### src/hw/rtl/rgbhsv_pkg.sv
// Shared types and constants for the RGB/HSV/HSL color converter.
// Holds field widths, the mode codes, the request/response structs and the
// divider lane format. No dependencies.
`default_nettype none
package rgbhsv_pkg;

   localparam int CHANNEL_BITS  = 8;
   localparam int HUE_FRAC_BITS = 8;

   localparam int CH_W    = CHANNEL_BITS;
   localparam int HUE_W   = HUE_FRAC_BITS + 3;
   localparam int FIRST_W = (HUE_W > CH_W) ? HUE_W : CH_W;
   // quotient holds up to max(full scale, one hue sector)
   localparam int QUO_W   = ((CH_W > HUE_FRAC_BITS) ? CH_W : HUE_FRAC_BITS) + 1;
   localparam int PROD_W  = 2 * CH_W + 1;
   localparam int NUM_W   = 2 * CH_W + HUE_FRAC_BITS + 2;
   localparam int DEN_W   = CH_W + HUE_FRAC_BITS + 1;
   localparam int W_W     = HUE_FRAC_BITS + 1;

   localparam logic [CH_W-1:0]  CH_MAX   = {CH_W{1'b1}};
   localparam logic [HUE_W:0]   HUE_ONE  = (HUE_W + 1)'(1) << HUE_FRAC_BITS;
   localparam logic [HUE_W:0]   HUE_TURN = (HUE_W + 1)'(6) << HUE_FRAC_BITS;

   typedef enum logic [1:0] {
      MODE_RGB2HSV = 2'd0,
      MODE_HSV2RGB = 2'd1,
      MODE_RGB2HSL = 2'd2,
      MODE_HSL2RGB = 2'd3
   } mode_type;

   // hue sector offset picked by the largest channel
   typedef enum logic [1:0] {
      HUE_BASE_RED   = 2'd0,
      HUE_BASE_GREEN = 2'd1,
      HUE_BASE_BLUE  = 2'd2
   } hue_base_type;

   typedef struct packed {
      logic [FIRST_W-1:0] in_first;
      logic [CH_W-1:0]    in_second;
      logic [CH_W-1:0]    in_third;
   } req_type;

   typedef struct packed {
      logic [FIRST_W-1:0] out_first;
      logic [CH_W-1:0]    out_second;
      logic [CH_W-1:0]    out_third;
   } rsp_type;

   typedef struct packed {
      logic [NUM_W-1:0] num;
      logic [DEN_W-1:0] den;
      logic [QUO_W-1:0] quo;
   } lane_type;

   typedef struct packed {
      mode_type     mode;
      logic [2:0]   sector;
      logic         neg;
      logic         hue_zero;
      logic         sat_zero;
      hue_base_type hue_base;
      logic [CH_W-1:0] third;
   } side_type;

   typedef struct packed {
      side_type            side;
      lane_type [2:0]      lane;
   } work_type;

endpackage
`default_nettype wire

### src/hw/rtl/rgbhsv_prep.sv
// Two-stage front end: channel min/max or hue unpacking, then the
// rounded numerators and denominators for the divider chain.
// Depends on rgbhsv_pkg.
`default_nettype none
module rgbhsv_prep
   import rgbhsv_pkg::*;
(
   input  wire logic     clock,
   input  wire logic     reset,
   input  wire mode_type mode,
   input  wire logic     in_valid,
   output logic          in_ready,
   input  wire req_type  in_data,
   output logic          out_valid,
   input  wire logic     out_ready,
   output work_type      out_data
);

   typedef struct packed {
      side_type          side;
      logic [CH_W-1:0]   delta;
      logic [CH_W-1:0]   diff;
      logic [CH_W:0]     sat_den;
      logic [PROD_W-1:0] base;
      logic [PROD_W-1:0] span;
      logic [W_W-1:0]    w;
   } s1_type;

   logic     s1_valid_ff, s1_valid_in, s2_valid_ff, s2_valid_in;
   logic     s1_ready, s2_ready;
   s1_type   s1_ff, s1_in;
   work_type s2_ff, s2_in;

   assign s2_ready = !s2_valid_ff || out_ready;
   assign s1_ready = !s1_valid_ff || s2_ready;
   assign in_ready = s1_ready;
   assign s1_valid_in = s1_ready ? in_valid : s1_valid_ff;
   assign s2_valid_in = s2_ready ? s1_valid_ff : s2_valid_ff;

   // stage one
   always_comb begin
      logic [CH_W-1:0]   r, g, b, mx, mn, a_v, b_v;
      logic [CH_W:0]     sum, twol, k;
      logic [HUE_W-1:0]  hue;
      logic [PROD_W-1:0] ks;
      r = (in_data.in_first > FIRST_W'(CH_MAX)) ? CH_MAX : in_data.in_first[CH_W-1:0];
      g = in_data.in_second;
      b = in_data.in_third;
      mx = r;
      if (g > mx) mx = g;
      if (b > mx) mx = b;
      mn = r;
      if (g < mn) mn = g;
      if (b < mn) mn = b;
      s1_in = '0;
      s1_in.side.mode = mode;
      s1_in.delta = mx - mn;
      if (mx == r) begin
         s1_in.side.hue_base = HUE_BASE_RED;
         a_v = g;
         b_v = b;
      end else if (mx == g) begin
         s1_in.side.hue_base = HUE_BASE_GREEN;
         a_v = b;
         b_v = r;
      end else begin
         s1_in.side.hue_base = HUE_BASE_BLUE;
         a_v = r;
         b_v = g;
      end
      s1_in.side.neg = a_v < b_v;
      s1_in.diff = (a_v < b_v) ? (b_v - a_v) : (a_v - b_v);
      s1_in.side.hue_zero = (mx == mn);
      sum = {1'b0, mx} + {1'b0, mn};
      // reverse path: fold hue into one turn, pick sector weight
      hue = (in_data.in_first >= FIRST_W'(HUE_TURN)) ?
            HUE_W'(in_data.in_first - FIRST_W'(HUE_TURN)) : HUE_W'(in_data.in_first);
      s1_in.side.sector = hue[HUE_W-1:HUE_FRAC_BITS];
      s1_in.w = hue[HUE_FRAC_BITS] ?
                W_W'(HUE_ONE) - W_W'(hue[HUE_FRAC_BITS-1:0]) :
                W_W'(hue[HUE_FRAC_BITS-1:0]);
      twol = {b, 1'b0};
      k = (twol <= {1'b0, CH_MAX}) ? twol : ({CH_MAX, 1'b0} - twol);
      ks = PROD_W'(k) * PROD_W'(g);
      unique case (mode)
         MODE_RGB2HSV: begin
            s1_in.sat_den = {1'b0, mx};
            s1_in.side.sat_zero = (mx == '0);
            s1_in.side.third = mx;
         end
         MODE_RGB2HSL: begin
            s1_in.sat_den = (sum <= {1'b0, CH_MAX}) ? sum : ({CH_MAX, 1'b0} - sum);
            s1_in.side.sat_zero = (mx == mn) ||
               (((sum <= {1'b0, CH_MAX}) ? sum : ({CH_MAX, 1'b0} - sum)) == '0);
            s1_in.side.third = CH_W'((sum + 1'b1) >> 1);
         end
         MODE_HSV2RGB: begin
            s1_in.base = PROD_W'(b) * PROD_W'(CH_MAX - g);
            s1_in.span = PROD_W'(b) * PROD_W'(g);
         end
         MODE_HSL2RGB: begin
            s1_in.base = PROD_W'({b, 1'b0}) * PROD_W'(CH_MAX) - ks;
            s1_in.span = ks << 1;
         end
         default: s1_in.sat_den = '0;
      endcase
   end

   // stage two
   always_comb begin
      logic [DEN_W-1:0] rden, sden;
      logic [NUM_W-1:0] base_sh;
      s2_in = '0;
      s2_in.side = s1_ff.side;
      rden = (s1_ff.side.mode == MODE_HSL2RGB) ?
             DEN_W'(CH_MAX) << (HUE_FRAC_BITS + 1) : DEN_W'(CH_MAX) << HUE_FRAC_BITS;
      base_sh = NUM_W'(s1_ff.base) << HUE_FRAC_BITS;
      sden = s1_ff.side.sat_zero ? DEN_W'(1) : DEN_W'(s1_ff.sat_den);
      if (s1_ff.side.mode == MODE_RGB2HSV || s1_ff.side.mode == MODE_RGB2HSL) begin
         s2_in.lane[0].den = s1_ff.side.hue_zero ? DEN_W'(1) : DEN_W'(s1_ff.delta);
         s2_in.lane[0].num = (NUM_W'(s1_ff.diff) << HUE_FRAC_BITS) +
                             NUM_W'(s1_ff.delta >> 1);
         s2_in.lane[1].den = sden;
         s2_in.lane[1].num = (NUM_W'(s1_ff.delta) << CH_W) - NUM_W'(s1_ff.delta) +
                             NUM_W'(sden >> 1);
         s2_in.lane[2].den = DEN_W'(1);
      end else begin
         for (int i = 0; i < 3; i++) s2_in.lane[i].den = rden;
         s2_in.lane[0].num = base_sh + NUM_W'(rden >> 1);
         s2_in.lane[1].num = base_sh + NUM_W'(NUM_W'(s1_ff.span) * NUM_W'(s1_ff.w)) +
                             NUM_W'(rden >> 1);
         s2_in.lane[2].num = base_sh + (NUM_W'(s1_ff.span) << HUE_FRAC_BITS) +
                             NUM_W'(rden >> 1);
      end
   end

   always_ff @(posedge clock) begin
      if (reset) begin
         s1_valid_ff <= 1'b0;
         s2_valid_ff <= 1'b0;
      end else begin
         s1_valid_ff <= s1_valid_in;
         s2_valid_ff <= s2_valid_in;
      end
      if (s1_ready && in_valid) s1_ff <= s1_in;
      if (s2_ready && s1_valid_ff) s2_ff <= s2_in;
   end

   assign out_valid = s2_valid_ff;
   assign out_data  = s2_ff;

endmodule
`default_nettype wire

### src/hw/rtl/rgbhsv_div_cell.sv
// One restoring-division cell: resolves quotient bit SHIFT on all three lanes
// and hands the request to the next cell. Depends on rgbhsv_pkg.
`default_nettype none
module rgbhsv_div_cell
   import rgbhsv_pkg::*;
#(
   parameter int SHIFT = 0
) (
   input  wire logic     clock,
   input  wire logic     reset,
   input  wire logic     in_valid,
   output logic          in_ready,
   input  wire work_type in_data,
   output logic          out_valid,
   input  wire logic     out_ready,
   output work_type      out_data
);

   localparam int EXT_W = DEN_W + QUO_W;

   logic     valid_ff, valid_in;
   work_type data_ff, data_in;

   assign in_ready = !valid_ff || out_ready;
   assign valid_in = in_ready ? in_valid : valid_ff;

   always_comb begin
      logic [EXT_W-1:0] dsh, rem;
      data_in = in_data;
      for (int i = 0; i < 3; i++) begin
         dsh = EXT_W'(in_data.lane[i].den) << SHIFT;
         rem = EXT_W'(in_data.lane[i].num);
         if (rem >= dsh) begin
            data_in.lane[i].num = NUM_W'(rem - dsh);
            data_in.lane[i].quo = in_data.lane[i].quo | (QUO_W'(1) << SHIFT);
         end
      end
   end

   always_ff @(posedge clock) begin
      if (reset) begin
         valid_ff <= 1'b0;
      end else begin
         valid_ff <= valid_in;
      end
      if (in_ready && in_valid) data_ff <= data_in;
   end

   assign out_valid = valid_ff;
   assign out_data  = data_ff;

endmodule
`default_nettype wire

### src/hw/rtl/rgb_hsv_hsl_color_converter.sv
// Top level of the RGB/HSV/HSL color converter: mode register, front end,
// divider cell chain, result assembly and output register.
// Depends on rgbhsv_pkg, rgbhsv_prep and rgbhsv_div_cell.
//
//   channel   ports                             direction  handshake
//   request   req_valid req_ready req_data      in         valid/ready
//   response  rsp_valid rsp_ready rsp_data      out        valid/ready
//   config    csr_we csr_wdata                  in         write enable
//
// One request per cycle sustained while responses are taken; a request
// passes two front end stages, one divider cell per quotient bit and the
// output register. Each stage stalls only while its successor is full and
// held, so requests keep flowing while a finished response waits.
// Synchronous reset empties the pipeline and sets the mode to RGB to HSV.
`default_nettype none
module rgb_hsv_hsl_color_converter
   import rgbhsv_pkg::*;
(
   input  wire logic       clock,
   input  wire logic       reset,
   input  wire logic       req_valid,
   output logic            req_ready,
   input  wire req_type    req_data,
   output logic            rsp_valid,
   input  wire logic       rsp_ready,
   output rsp_type         rsp_data,
   input  wire logic       csr_we,
   input  wire logic [1:0] csr_wdata
);

   mode_type mode_ff;

   // chain[0] is the front end output, chain[QUO_W] the last cell output
   logic     chain_valid [QUO_W+1];
   logic     chain_ready [QUO_W+1];
   work_type chain_data  [QUO_W+1];

   logic    rsp_valid_ff, rsp_valid_in, out_ready;
   rsp_type rsp_ff, rsp_in;

   always_ff @(posedge clock) begin
      if (reset) begin
         mode_ff <= MODE_RGB2HSV;
      end else if (csr_we) begin
         mode_ff <= mode_type'(csr_wdata);
      end
   end

   rgbhsv_prep u_prep (
      .clock     (clock),
      .reset     (reset),
      .mode      (mode_ff),
      .in_valid  (req_valid),
      .in_ready  (req_ready),
      .in_data   (req_data),
      .out_valid (chain_valid[0]),
      .out_ready (chain_ready[0]),
      .out_data  (chain_data[0])
   );

   // most significant quotient bit first
   for (genvar gi = 0; gi < QUO_W; gi++) begin : g_cell
      rgbhsv_div_cell #(.SHIFT(QUO_W - 1 - gi)) u_cell (
         .clock     (clock),
         .reset     (reset),
         .in_valid  (chain_valid[gi]),
         .in_ready  (chain_ready[gi]),
         .in_data   (chain_data[gi]),
         .out_valid (chain_valid[gi+1]),
         .out_ready (chain_ready[gi+1]),
         .out_data  (chain_data[gi+1])
      );
   end

   assign out_ready = !rsp_valid_ff || rsp_ready;
   assign chain_ready[QUO_W] = out_ready;
   assign rsp_valid_in = out_ready ? chain_valid[QUO_W] : rsp_valid_ff;

   // assemble the response from the three quotients
   always_comb begin
      work_type         wk;
      logic [HUE_W:0]   off, h;
      logic [CH_W-1:0]  lo, mid, hi, r, g, b, s;
      wk = chain_data[QUO_W];
      rsp_in = '0;
      unique case (wk.side.hue_base)
         HUE_BASE_GREEN: off = HUE_ONE << 1;
         HUE_BASE_BLUE:  off = HUE_ONE << 2;
         default:        off = '0;
      endcase
      // negative offset in the red sector wraps through a full turn
      if (wk.side.neg) begin
         h = ((off == '0) ? HUE_TURN : off) - (HUE_W + 1)'(wk.lane[0].quo);
      end else begin
         h = off + (HUE_W + 1)'(wk.lane[0].quo);
      end
      if (h >= HUE_TURN) h = h - HUE_TURN;
      if (wk.side.hue_zero) h = '0;
      s = (wk.lane[1].quo > QUO_W'(CH_MAX)) ? CH_MAX : CH_W'(wk.lane[1].quo);
      if (wk.side.sat_zero) s = '0;
      lo  = (wk.lane[0].quo > QUO_W'(CH_MAX)) ? CH_MAX : CH_W'(wk.lane[0].quo);
      mid = (wk.lane[1].quo > QUO_W'(CH_MAX)) ? CH_MAX : CH_W'(wk.lane[1].quo);
      hi  = (wk.lane[2].quo > QUO_W'(CH_MAX)) ? CH_MAX : CH_W'(wk.lane[2].quo);
      unique case (wk.side.sector)
         3'd0:    begin r = hi;  g = mid; b = lo;  end
         3'd1:    begin r = mid; g = hi;  b = lo;  end
         3'd2:    begin r = lo;  g = hi;  b = mid; end
         3'd3:    begin r = lo;  g = mid; b = hi;  end
         3'd4:    begin r = mid; g = lo;  b = hi;  end
         default: begin r = hi;  g = lo;  b = mid; end
      endcase
      if (wk.side.mode == MODE_RGB2HSV || wk.side.mode == MODE_RGB2HSL) begin
         rsp_in.out_first  = FIRST_W'(h);
         rsp_in.out_second = s;
         rsp_in.out_third  = wk.side.third;
      end else begin
         rsp_in.out_first  = FIRST_W'(r);
         rsp_in.out_second = g;
         rsp_in.out_third  = b;
      end
   end

   always_ff @(posedge clock) begin
      if (reset) begin
         rsp_valid_ff <= 1'b0;
      end else begin
         rsp_valid_ff <= rsp_valid_in;
      end
      if (out_ready && chain_valid[QUO_W]) rsp_ff <= rsp_in;
   end

   assign rsp_valid = rsp_valid_ff;
   assign rsp_data  = rsp_ff;

   // an empty output register lets the whole chain take a request
   a_ready_when_drained: assert property (@(posedge clock) disable iff (reset)
      !rsp_valid_ff |-> req_ready)
      else $error("request refused with empty output register");

   // forward results always land inside one hue turn
   a_hue_in_turn: assert property (@(posedge clock) disable iff (reset)
      (rsp_valid_ff && (mode_ff == MODE_RGB2HSV || mode_ff == MODE_RGB2HSL))
      |-> (FIRST_W'(HUE_TURN) > rsp_ff.out_first))
      else $error("hue beyond one turn");

   // reset leaves no response pending
   a_reset_empty: assert property (@(posedge clock)
      $past(reset) |-> !rsp_valid_ff)
      else $error("response valid right after reset");

endmodule
`default_nettype wire
### config.mk
export PLATFORM = sky130hd
export DESIGN_NAME = rgb_hsv_hsl_color_converter
export DESIGN_NICKNAME = d
export VERILOG_FILES = /design/src/hw/rtl/rgbhsv_pkg.sv /design/src/hw/rtl/rgbhsv_prep.sv /design/src/hw/rtl/rgbhsv_div_cell.sv /design/src/hw/rtl/rgb_hsv_hsl_color_converter.sv
export SDC_FILE = /design/constraint.sdc
export NUM_CORES = 2
export LEC_CHECK = 0
export ABC_CLOCK_PERIOD_IN_PS = 15900
export BUFFER_PORTS_ARGS = -buffer_cell sky130_fd_sc_hd__buf_2
export CORE_ASPECT_RATIO = 1.1
export CORE_MARGIN = 8
export CORE_UTILIZATION = 55
export CTS_BUF_LIST = sky130_fd_sc_hd__clkbuf_8
export CTS_CLUSTER_DIAMETER = 200
export DETAILED_ROUTE_END_ITERATION = 6
export HOLD_SLACK_MARGIN = 0.05
export PLACE_DENSITY = 0.83
export SYNTH_ARGS = -nofsm -noshare
export SYNTH_HDL_FRONTEND = slang
export SYNTH_SLANG_ARGS = --single-unit
### constraint.sdc
create_clock -name clock -period 15.9 [get_ports clock]
set_input_delay 0.795 -clock clock [delete_from_list [all_inputs] [get_ports clock]]
set_output_delay 0.795 -clock clock [all_outputs]
set_load 0.1 [all_outputs]
==> summary.md <==
| Metric | Value |
|---|---|
| Share of layout cells above drive strength 1 | 0.06861 |
| Failing checks | DRC |
| EDFF count, synth | 1263 |
| Setup TNS | 0 ns |
| Post-route ant nets | 0 |
| Worst Hold Class | in2reg |
| Worst stage delay on the critical path | 0.67 ns |
| Core area | 152000 um2 |
| Pwr Total | 11.27 mW |
| First DRT Iteration DRCs | 4526 |
| # Post-CTS Setup Buffers | 0 |
| Cell family with most CP delay | compound AO/OA/AOI/OAI gates |
| Area grow syn2layout | 7.792% |
| Net Count, Synth | 8838 |
| Die Y | 426.4 um |
| Initial antenna violation count | 2 |
| Router iterations before antenna repair | 7 |
| Gr usage total | 0.2212 |
| Max_cap viols | 0 |
| Post-route cell area | 90770 um2 |
| Final Hold Violating Endpoints | 0 |
| CTS max path bufs | 3 |
| Vias in the first global route | 60010 |
| Distinct cells, synth | 101 |
| Post-synth ARST share | 0 |
| Syn avg cell area | 10.80 um2 |
| Via count | 58650 |
| Max Clock Skew | 0.07748 ns |
| First-pass GRT wire length | 301500 um |
| Full die area | 165900 um2 |
| Clock latency at the later pin of the worst-skew pair | 0.95 ns |
| Post-synthesis sequential area ratio | 0.4537 |
| Final HPWL DP | 141300 um |
| Routed WL per cell | 18.57 um |
| Synth Flop Type | edfxtp_1 |
| Mapped cell area | 84210 um2 |
| Final setup vio count | 0 |
| Total Wirelength | 186700 um |
| Vias per cell | 5.835 |
| Placer Congestion | 0.9368 |
| Nets@finish | 8950 |
| Rel. slew slack | 0.2307 |
| Initial Util | 0.5539 |
| Clk root buf | clkbuf_8 |
| Tcrit/Tclk final | 0.5587 |
| CP Launch Type | input pin |
| Final Critical Period | 8.883 ns |
| # port buffers | 62 |
| Worst path bufs/invs | 3 |
| Die width | 389.1 um |
| Max-slew violations | 0 |
| GRT Residual Overflow | 0 |
| FF+latch count, synth | 1277 |
| Num CTS Buffers | 199 |
| P_leak | 36.02 nW |
| Number of cell rows | 150 |
| Worst hold slack | 0.1610 ns |
| Synth Warn # | 0 |
| Fmax | 112.6 MHz |
| CTS tree | done |
| Critical Path AT | 9.57 ns |
| Status | finished, violations left |
| Gate Count Post-Synth | 7799 |
| Worst slew pin tran | 1.139 ns |
| Largest net degree at the start of global routing | 94 |
| # IOs | 63 |
| DRC | 11 |
| Area after DPL | 86750 um2 |
| Sink Count | 1277 |
| Slowest CP cell | o22a_1 |
| Critical path class | in2reg |
| Clk slew on worst S/H paths | 0.06 ns |
| RSZ-0062 raised after global routing | false |
| Finished Core Util | 0.5971 |
| Worst VDD drop | 0.2256 mV |
| CTS H-Tree Depth | 4 |
| Pwr/cell area | 124.2 nW/um2 |
| Crit-path max FO | 16 |
| CP required | 16.58 ns |
| Crit. End Element | flop |
| Reg2reg setup slack | 9.13 ns |
## cells in the mapped netlist, drive strengths merged, types with 104 or more instances
| library cell | count | area [um2] |
|---|---|---|
| edfxtp | 1263 | 37930 |
| ha | 725 | 9071 |
| inv | 692 | 2598 |
| nor2 | 620 | 2332 |
| nand2 | 598 | 2252 |
| a21oi | 497 | 2499 |
| o21ai | 388 | 1946 |
| xnor2 | 304 | 2663 |
| fa | 280 | 5605 |
| xor2 | 263 | 2303 |
| and2 | 189 | 1182 |
| clkbuf | 182 | 683.2 |
| nor3 | 178 | 930.9 |
| a21o | 135 | 1013 |
| nor2b | 127 | 794.5 |
| nand3 | 112 | 560.5 |
| nand2b | 104 | 650.6 |
## worst register-to-register path, delay by kind of cell (launching register included)
family	cells	cell delay, ns
compound gates	7	2.15
fa+ha+maj	6	2.92
buf+inv	3	0.15
flops	1	0.87
simple gates	3	0.45
## layer usage
| metal | vias to the layer above | GRT usage | routed length (um) |
|---|---|---|---|
| met3 | 551 | 0.03561 | 9198 |
| met2 | 1821 | 0.4019 | 93980 |
| met1 | 28060 | 0.2454 | 71880 |
| li1 | 28220 | - | - |
| met4 | 2 | 0.1264 | 11590 |
| met5 | - | 0 | 13 |
## repair_timing
action | CTS | global route
hold buffers | 3 | 0
endpoints found under the hold margin | 3 | 0
gates resized for setup | 0 | 0
## cell type report
cell class,count,area (um2)
fillers,11690,61250
clock buffers,199,2739
diodes,1,2.502
multi-input cells,5616,42730
well taps,1976,2472
flip-flops and latches,1277,38210
repair buffers,122,768.2
clock inverters,166,1245
inverters,695,2609
## power breakdown
| part | internal [mW] | switching [mW] |
|---|---|---|
| logic | 1.87 | 2.66 |
| registers | 3.87 | 0.141 |
| clock network | 1.38 | 1.34 |
## through the flow
step | setup slack (ns) | instances
after floorplan | 4.125 | 7799
after global placement | 6.194 | 9683
after detailed placement | 6.208 | 9683
after CTS | 7.216 | 10050
after global routing | 6.354 | 10050
final | 7.017 | 10050
## placed cells by master, fill, tap and decap left out, types with 104 or more instances in the layout
master	synthesis	final
nor3_1	170	170
o21ai_0	355	355
ha_1	725	725
inv_1	682	744
xnor2_1	304	304
nor2_1	618	617
nand3_1	112	112
a21o_1	135	135
nor2b_1	127	121
clkbuf_8	0	199
edfxtp_1	1263	1263
xor2_1	263	263
nand2_1	597	597
and2_1	189	188
nand2b_1	104	104
a21oi_1	496	494
fa_1	280	280
## registers in the layout (all words and copies together) (netlist names)
signal and flops:
g_cell.u_cell.out_valid 9, rsp_data 27, u_prep.out_valid 1, u_prep.out_data 107
u_prep.s1_valid_ff 1, rsp_valid 1, u_prep.s1_ff 86, g_cell.u_cell.out_data 1043
mode_ff 2
## path summary, 6_finish.rpt
check                                       from                    to  cells after the start
worst max-delay path                req_data[25]      u_prep.s1_ff[57]                     32
worst min-delay path                csr_wdata[0]            mode_ff[0]                      3
worst max register to register   u_prep.s1_ff[3]  u_prep.out_data[102]                     19
worst min register to register  u_prep.s1_ff[71]  u_prep.out_data[159]                      0
## kinds of logic (layout without fill, tap and decap cells)
logic type      after synthesis  after routing  share of synthesized area
xor+xnor                    567            567                    0.05897
simple gates               2314           2314                     0.1351
other cells                   0              1                          0
buf+inv                     906           1182                    0.04071
mux                         138            138                    0.01764
compound gates             1592           1592                     0.1196
fa+ha+maj                  1005           1005                     0.1743
flops                      1277           1277                     0.4537
Power figures use the tool's default switching activity.
